### src/design/pfp_pkg.sv
`timescale 1ns / 1ps
// ----------------------------------------------------------------------------
// pfp_pkg
// types and constants shared by the page frame pool blocks
// ----------------------------------------------------------------------------
package pfp_pkg;

	localparam int FRAMES       = 16;
	localparam int PAGE_ID_BITS = 32;
	localparam int PIN_BITS     = 8;
	localparam int STAMP_BITS   = 64;
	localparam int IDX_BITS     = $clog2(FRAMES);

	localparam logic [PIN_BITS-1:0] PIN_MAX = {PIN_BITS{1'b1}};

	typedef enum logic [1:0] {
		OP_ACQUIRE = 2'd0,
		OP_RELEASE = 2'd1,
		OP_PIN     = 2'd2,
		OP_FLUSH   = 2'd3
	} op_t;

	typedef enum logic [1:0] {
		ST_OK        = 2'd0,
		ST_NOT_FOUND = 2'd1,
		ST_POOL_FULL = 2'd2
	} status_t;

	typedef enum logic [2:0] {
		S_IDLE,
		S_SCAN,
		S_APPLY,
		S_FLUSH,
		S_OUT
	} state_t;

	typedef struct packed {
		logic [1:0]              opcode;
		logic [PAGE_ID_BITS-1:0] page_id;
		logic                    for_write;
	} in_word_t;

	typedef struct packed {
		logic [1:0]              status;
		logic                    hit;
		logic [3:0]              frame_index;
		logic                    write_back;
		logic [PAGE_ID_BITS-1:0] write_back_page;
		logic                    last;
	} out_word_t;

	// scan token travelling down the chain of frame cells
	typedef struct packed {
		logic                    found;
		logic [IDX_BITS-1:0]     found_idx;
		logic                    vic_ok;
		logic [IDX_BITS-1:0]     vic_idx;
		logic [STAMP_BITS-1:0]   vic_stamp;
		logic                    vic_dirty;
		logic [PAGE_ID_BITS-1:0] vic_page;
	} scan_t;

	// command broadcast to every cell
	typedef struct packed {
		logic                    hit_upd;
		logic                    install;
		logic                    pin_inc;
		logic                    pin_dec;
		logic                    clean;
		logic [IDX_BITS-1:0]     idx;
		logic [PAGE_ID_BITS-1:0] page;
		logic                    dirty;
		logic [STAMP_BITS-1:0]   stamp;
	} cmd_t;

	typedef struct packed {
		logic [PAGE_ID_BITS-1:0] page;
		logic [PIN_BITS-1:0]     pins;
		logic                    dirty;
	} frame_view_t;

endpackage

### src/design/pfp_cell.sv
`timescale 1ns / 1ps
// ----------------------------------------------------------------------------
// pfp_cell
// one page frame: holds its state, merges its view into the scan token and
// registers the token toward the next cell
// ----------------------------------------------------------------------------
module pfp_cell (
	input  logic                              clk,
	input  logic                              arst_n,
	input  logic [pfp_pkg::IDX_BITS-1:0]      my_idx,
	input  logic [pfp_pkg::PAGE_ID_BITS-1:0]  key,
	input  pfp_pkg::scan_t                    scan_in,
	output pfp_pkg::scan_t                    scan_out,
	input  pfp_pkg::cmd_t                     cmd,
	output pfp_pkg::frame_view_t              view
);
	import pfp_pkg::*;

	logic [PAGE_ID_BITS-1:0] page_q;
	logic [PIN_BITS-1:0]     pins_q;
	logic                    dirty_q;
	logic [STAMP_BITS-1:0]   stamp_q;
	logic                    sel;
	scan_t                   scan_d;
	scan_t                   scan_q;

	assign view     = '{page: page_q, pins: pins_q, dirty: dirty_q};
	assign sel      = (cmd.idx == my_idx);
	assign scan_out = scan_q;

	always_comb begin
		scan_d = scan_in;
		if (!scan_in.found && page_q == key) begin
			scan_d.found     = 1'b1;
			scan_d.found_idx = my_idx;
		end
		if (pins_q == '0 && (!scan_in.vic_ok || stamp_q <= scan_in.vic_stamp)) begin
			scan_d.vic_ok    = 1'b1;
			scan_d.vic_idx   = my_idx;
			scan_d.vic_stamp = stamp_q;
			scan_d.vic_dirty = dirty_q;
			scan_d.vic_page  = page_q;
		end
	end

	always_ff @(posedge clk or negedge arst_n) begin
		if (!arst_n) begin
			scan_q <= '0;
		end else begin
			scan_q <= scan_d;
		end
	end

	always_ff @(posedge clk or negedge arst_n) begin
		if (!arst_n) begin
			page_q  <= '1;
			pins_q  <= '0;
			dirty_q <= 1'b0;
			stamp_q <= '0;
		end else if (sel) begin
			if (cmd.install) begin
				page_q  <= cmd.page;
				dirty_q <= cmd.dirty;
			end
			if (cmd.install || cmd.hit_upd)
				stamp_q <= cmd.stamp;
			if (cmd.pin_inc && pins_q != PIN_MAX)
				pins_q <= pins_q + 1'b1;
			if (cmd.pin_dec && pins_q != '0)
				pins_q <= pins_q - 1'b1;
			if (cmd.clean)
				dirty_q <= 1'b0;
		end
	end
endmodule
### config.mk
export PLATFORM = sky130hd
export DESIGN_NAME = pfp_cell
export DESIGN_NICKNAME = d
export VERILOG_FILES = /design/src/design/pfp_pkg.sv /design/src/design/pfp_cell.sv
export SDC_FILE = /design/constraint.sdc
export NUM_CORES = 1
export LEC_CHECK = 0
export ABC_CLOCK_PERIOD_IN_PS = 3650
export BUFFER_PORTS_ARGS = -buffer_cell sky130_fd_sc_hd__buf_2
export CORE_AREA = 2 2 154 156
export CTS_CLUSTER_SIZE = 16
export DETAILED_ROUTE_END_ITERATION = 16
export DIE_AREA = 0 0 156 158
export PLACE_DENSITY = 0.85
export RECOVER_POWER = 50
export SYNTH_ARGS = -nofsm -noshare
export SYNTH_HDL_FRONTEND = slang
export SYNTH_SLANG_ARGS = --single-unit
### constraint.sdc
create_clock -name clk -period 3.65 [get_ports clk]
set_input_delay 1.095 -clock clk [delete_from_list [all_inputs] [get_ports clk]]
set_output_delay 1.095 -clock clk [all_outputs]
set_load 0.02 [all_outputs]
==> out/metrics.cfg <==
[status]
status=finished, violations left
violations=max-capacitance violations, max-slew violations

[setup_path]
crit_buf_inv=5
reg2reg_slack_ns=0.46
critPathLaunch=scan_in[94]
worstReg2RegEnd=scan_out[73]
crit_path_top_delay_cell=nor4_1
end_kind=flip-flop
reg2reg_from=stamp_q[61]
path_delay_family=simple AND/OR/NAND/NOR gates
path_max_fanout=21
reg2regPathDepth=10
critical_path_arrival_ns=3.87
cp_num_cells=12
criticalPathCategory=in2reg
cp.required_ns=4.04
cp_cell_sequence=buf_2 > inv_1 > ha_1 > nand4_1 > nor4_1 > buf_4 > nand4_1 > a31o_2 > a41oi_4 > buf_4 > buf_12 > mux2_1
crit_path_max_incr_delay_ns=0.41
start_kind=primary input
crit_path_end=scan_out[73]

[timing]
slew_viol_final=58
tightest_slew_ns=2.72
post-route-period-util_pct=95.3
fin_worst_skew_ns=0.0142
worst_slack_ns=0.170
layout_min_cycle_time_ns=3.48
setup_viol=0
fmax_mhz=287
rsz0062_at_grt=false
hold_viol_final=0
hold_slack_ns=0.506
slew_headroom_pct=-81.2

[clock_network]
htreeDepth=1
cts-hold-fix-buffers=0
clock_sinks=212
cts_tree=done
cts_resized=0
ctsLongestPathBuffers=3
cts.clk_slew.worst_paths_ns=0.06
clk_latency_ns=0.51
post_cts_buffers=0
cts_root_buf=clkbuf_16
cts_buffers=24

[drt]
drtAntennaViolNets=0
wire_per_inst_um=18.8
drcViolationCount=0
firstDrtPassIters=4
drt_iter0_markers=363
avgViaCountPerCell=5.10
drt-total-wl_mm=28.8
vias=7810

[placement]
gp_congestion=0.827
dp_hpwl_mm=22.1
post-place-ws_ns=-0.323
placement.io_buffers=398

[run]
maxCapViolations=1

[layout]
seq_area_mm2=0.00535
fin_nets=1539
layout-drive-gt1-share_pct=45.0
fill_cells=1871
multi_input_area_mm2=0.00445
areaGrowthSynthToFinish_pct=32.7

[logic_synthesis]
synth_nets=1100
synth_edf_count=0
synth.distinct_cells=38
avgSynthCellArea_um2=13.1
ys.warnings.count=0
ys_ff_latch=212
syn_inst=778
async_flop_share_pct=100
synth_area_mm2=0.0102
synth_seq_area_share_pct=52.4
ys.flop_type=dfrtp_1

[global_routing]
grt_max_degree=67
grt_first_pass_wirelength_mm=43.0
first_global_vias=8092
gr-total-overflow=0
antenna_found_initial=7
grt_use_total_pct=22.3

[floorplanning]
rows=56
fp.dieH_um=158
ios=399
fp.dieW_um=156
core-area_mm2=0.0231
die_area_mm2=0.0246
start_util_pct=44.2

[hold_path]
worst_hold_path.num_cells=1
hp-class=reg2reg

[power]
finalPower_mw=8.67
total_leakage_power_nw=6.60
vdd_drop_max_mv=0.480
pwr_density_cell_mw_per_mm2=641

==> metrics by stage <==
stage	util [%]	cell area, um^2	setup TNS [ns]	cells
2_1_floorplan	-	10200	0	778
3_3_place_gp	55.5	12800	-32.15	1481
3_5_place_dp	55.5	12800	-29.07	1481
4_1_cts	59.1	13600	0	1525
5_1_grt	58.7	13500	0	1531
6_report	58.7	13500	0	1531
==> routing by layer <==
metal	wire, um	GRT usage, %	up-vias
met5	12	0	-
met4	988	8.30	2
met3	2110	5.89	69
met2	14200	37.1	286
met1	11500	28.1	3836
li1	-	-	3617
==> worst register-to-register path: cells and delay by family, from the launching register on <==
| kind | cells | cell delay, ns |
|---|---|---|
| AO/OA/AOI/OAI | 2 | 0.59 |
| adder cells (fa/ha/maj) | 1 | 0.31 |
| buffers and inverters | 3 | 0.58 |
| flip-flops | 1 | 0.41 |
| multiplexers | 1 | 0.36 |
| AND/OR/NAND/NOR | 3 | 0.80 |
==> Yosys cell counts (2+ instances only) <==
cell	number	area share, %
nor2_1	12	0.44
nor2b_1	2	0.12
a21o_1	5	0.37
inv_1	71	2.6
nand3_1	8	0.39
nand4_1	25	1.5
dfstp_2	32	8.3
nand2_1	24	0.88
dfrtp_1	180	44
nor3_1	6	0.29
buf_1	4	0.15
nor4_1	8	0.49
nand2b_1	5	0.31
buf_2	2	0.098
mux2_1	90	9.9
ha_1	70	8.6
mux2_2	115	13
a21oi_1	28	1.4
a211oi_1	3	0.22
buf_6	9	0.99
a221oi_1	2	0.17
o21ai_0	14	0.69
clkbuf_1	6	0.22
xnor2_1	43	3.7
==> worst min-delay path by stage <==
stage / startpoint / endpoint
CTS: stamp_q[39] / scan_out[72]
global placement: stamp_q[0] / scan_out[33]
floorplan: stamp_q[0] / scan_out[33]
global route: stamp_q[2] / scan_out[35]
detailed placement: stamp_q[0] / scan_out[33]
finish: stamp_q[39] / scan_out[72]
==> sequential cells by signal, indices dropped and copies added (netlist names) <==
register / cells
page_q: 32
stamp_q: 64
pins_q: 8
dirty_q: 1
scan_out: 107
==> kinds of logic after synthesis <==
family	share of synthesized area [%]
adder cells (fa/ha/maj)	8.79
multiplexers	22.8
AND/OR/NAND/NOR	4.53
AO/OA/AOI/OAI	3.55
buffers and inverters	4.15
XOR/XNOR	3.78
flip-flops	52.4
==> final cells by class <==
cell class,instances,area share (%)
Multi-Input combinational cell,473,32.9
Timing Repair Buffer,435,16.8
Clock buffer,28,4.93
Clock inverter,16,1.08
Inverter,71,1.97
Antenna cell,6,0.111
Tap cell,290,2.68
Sequential cell,212,39.5
==> cells in the final DEF (no fill, tap or decap), types with 2 or more instances in the layout <==
cell        count
buf_12          7
a221oi_1        2
dfrtp_1       180
diode_2         6
clkbuf_16      25
buf_4          27
nor3_1          6
nor2_1         11
clkinv_2        9
nand2b_1        5
a21oi_1        28
buf_2         326
nand4_1        25
a21o_1          5
mux2_1         90
a211oi_1        3
clkbuf_8        3
nand3_1         8
nor4_1          8
inv_6           2
clkbuf_1       72
ha_1           70
nor2b_1         2
o21ai_0        14
xnor2_1        43
nand2_1        24
clkinvlp_4      2
bufinv_16       2
inv_1          71
dfstp_2        32
mux2_2        115
==> power by group <==
| group | switching [mW] | internal (mW) | total, mW |
|---|---|---|---|
| Combinational | 1.37 | 1.28 | 2.65 |
| Sequential | 0.536 | 3.03 | 3.57 |
| Clock | 0.992 | 1.46 | 2.45 |
| Total | 2.90 | 5.77 | 8.67 |
No activity file was read; power rests on OpenSTA's default activity.
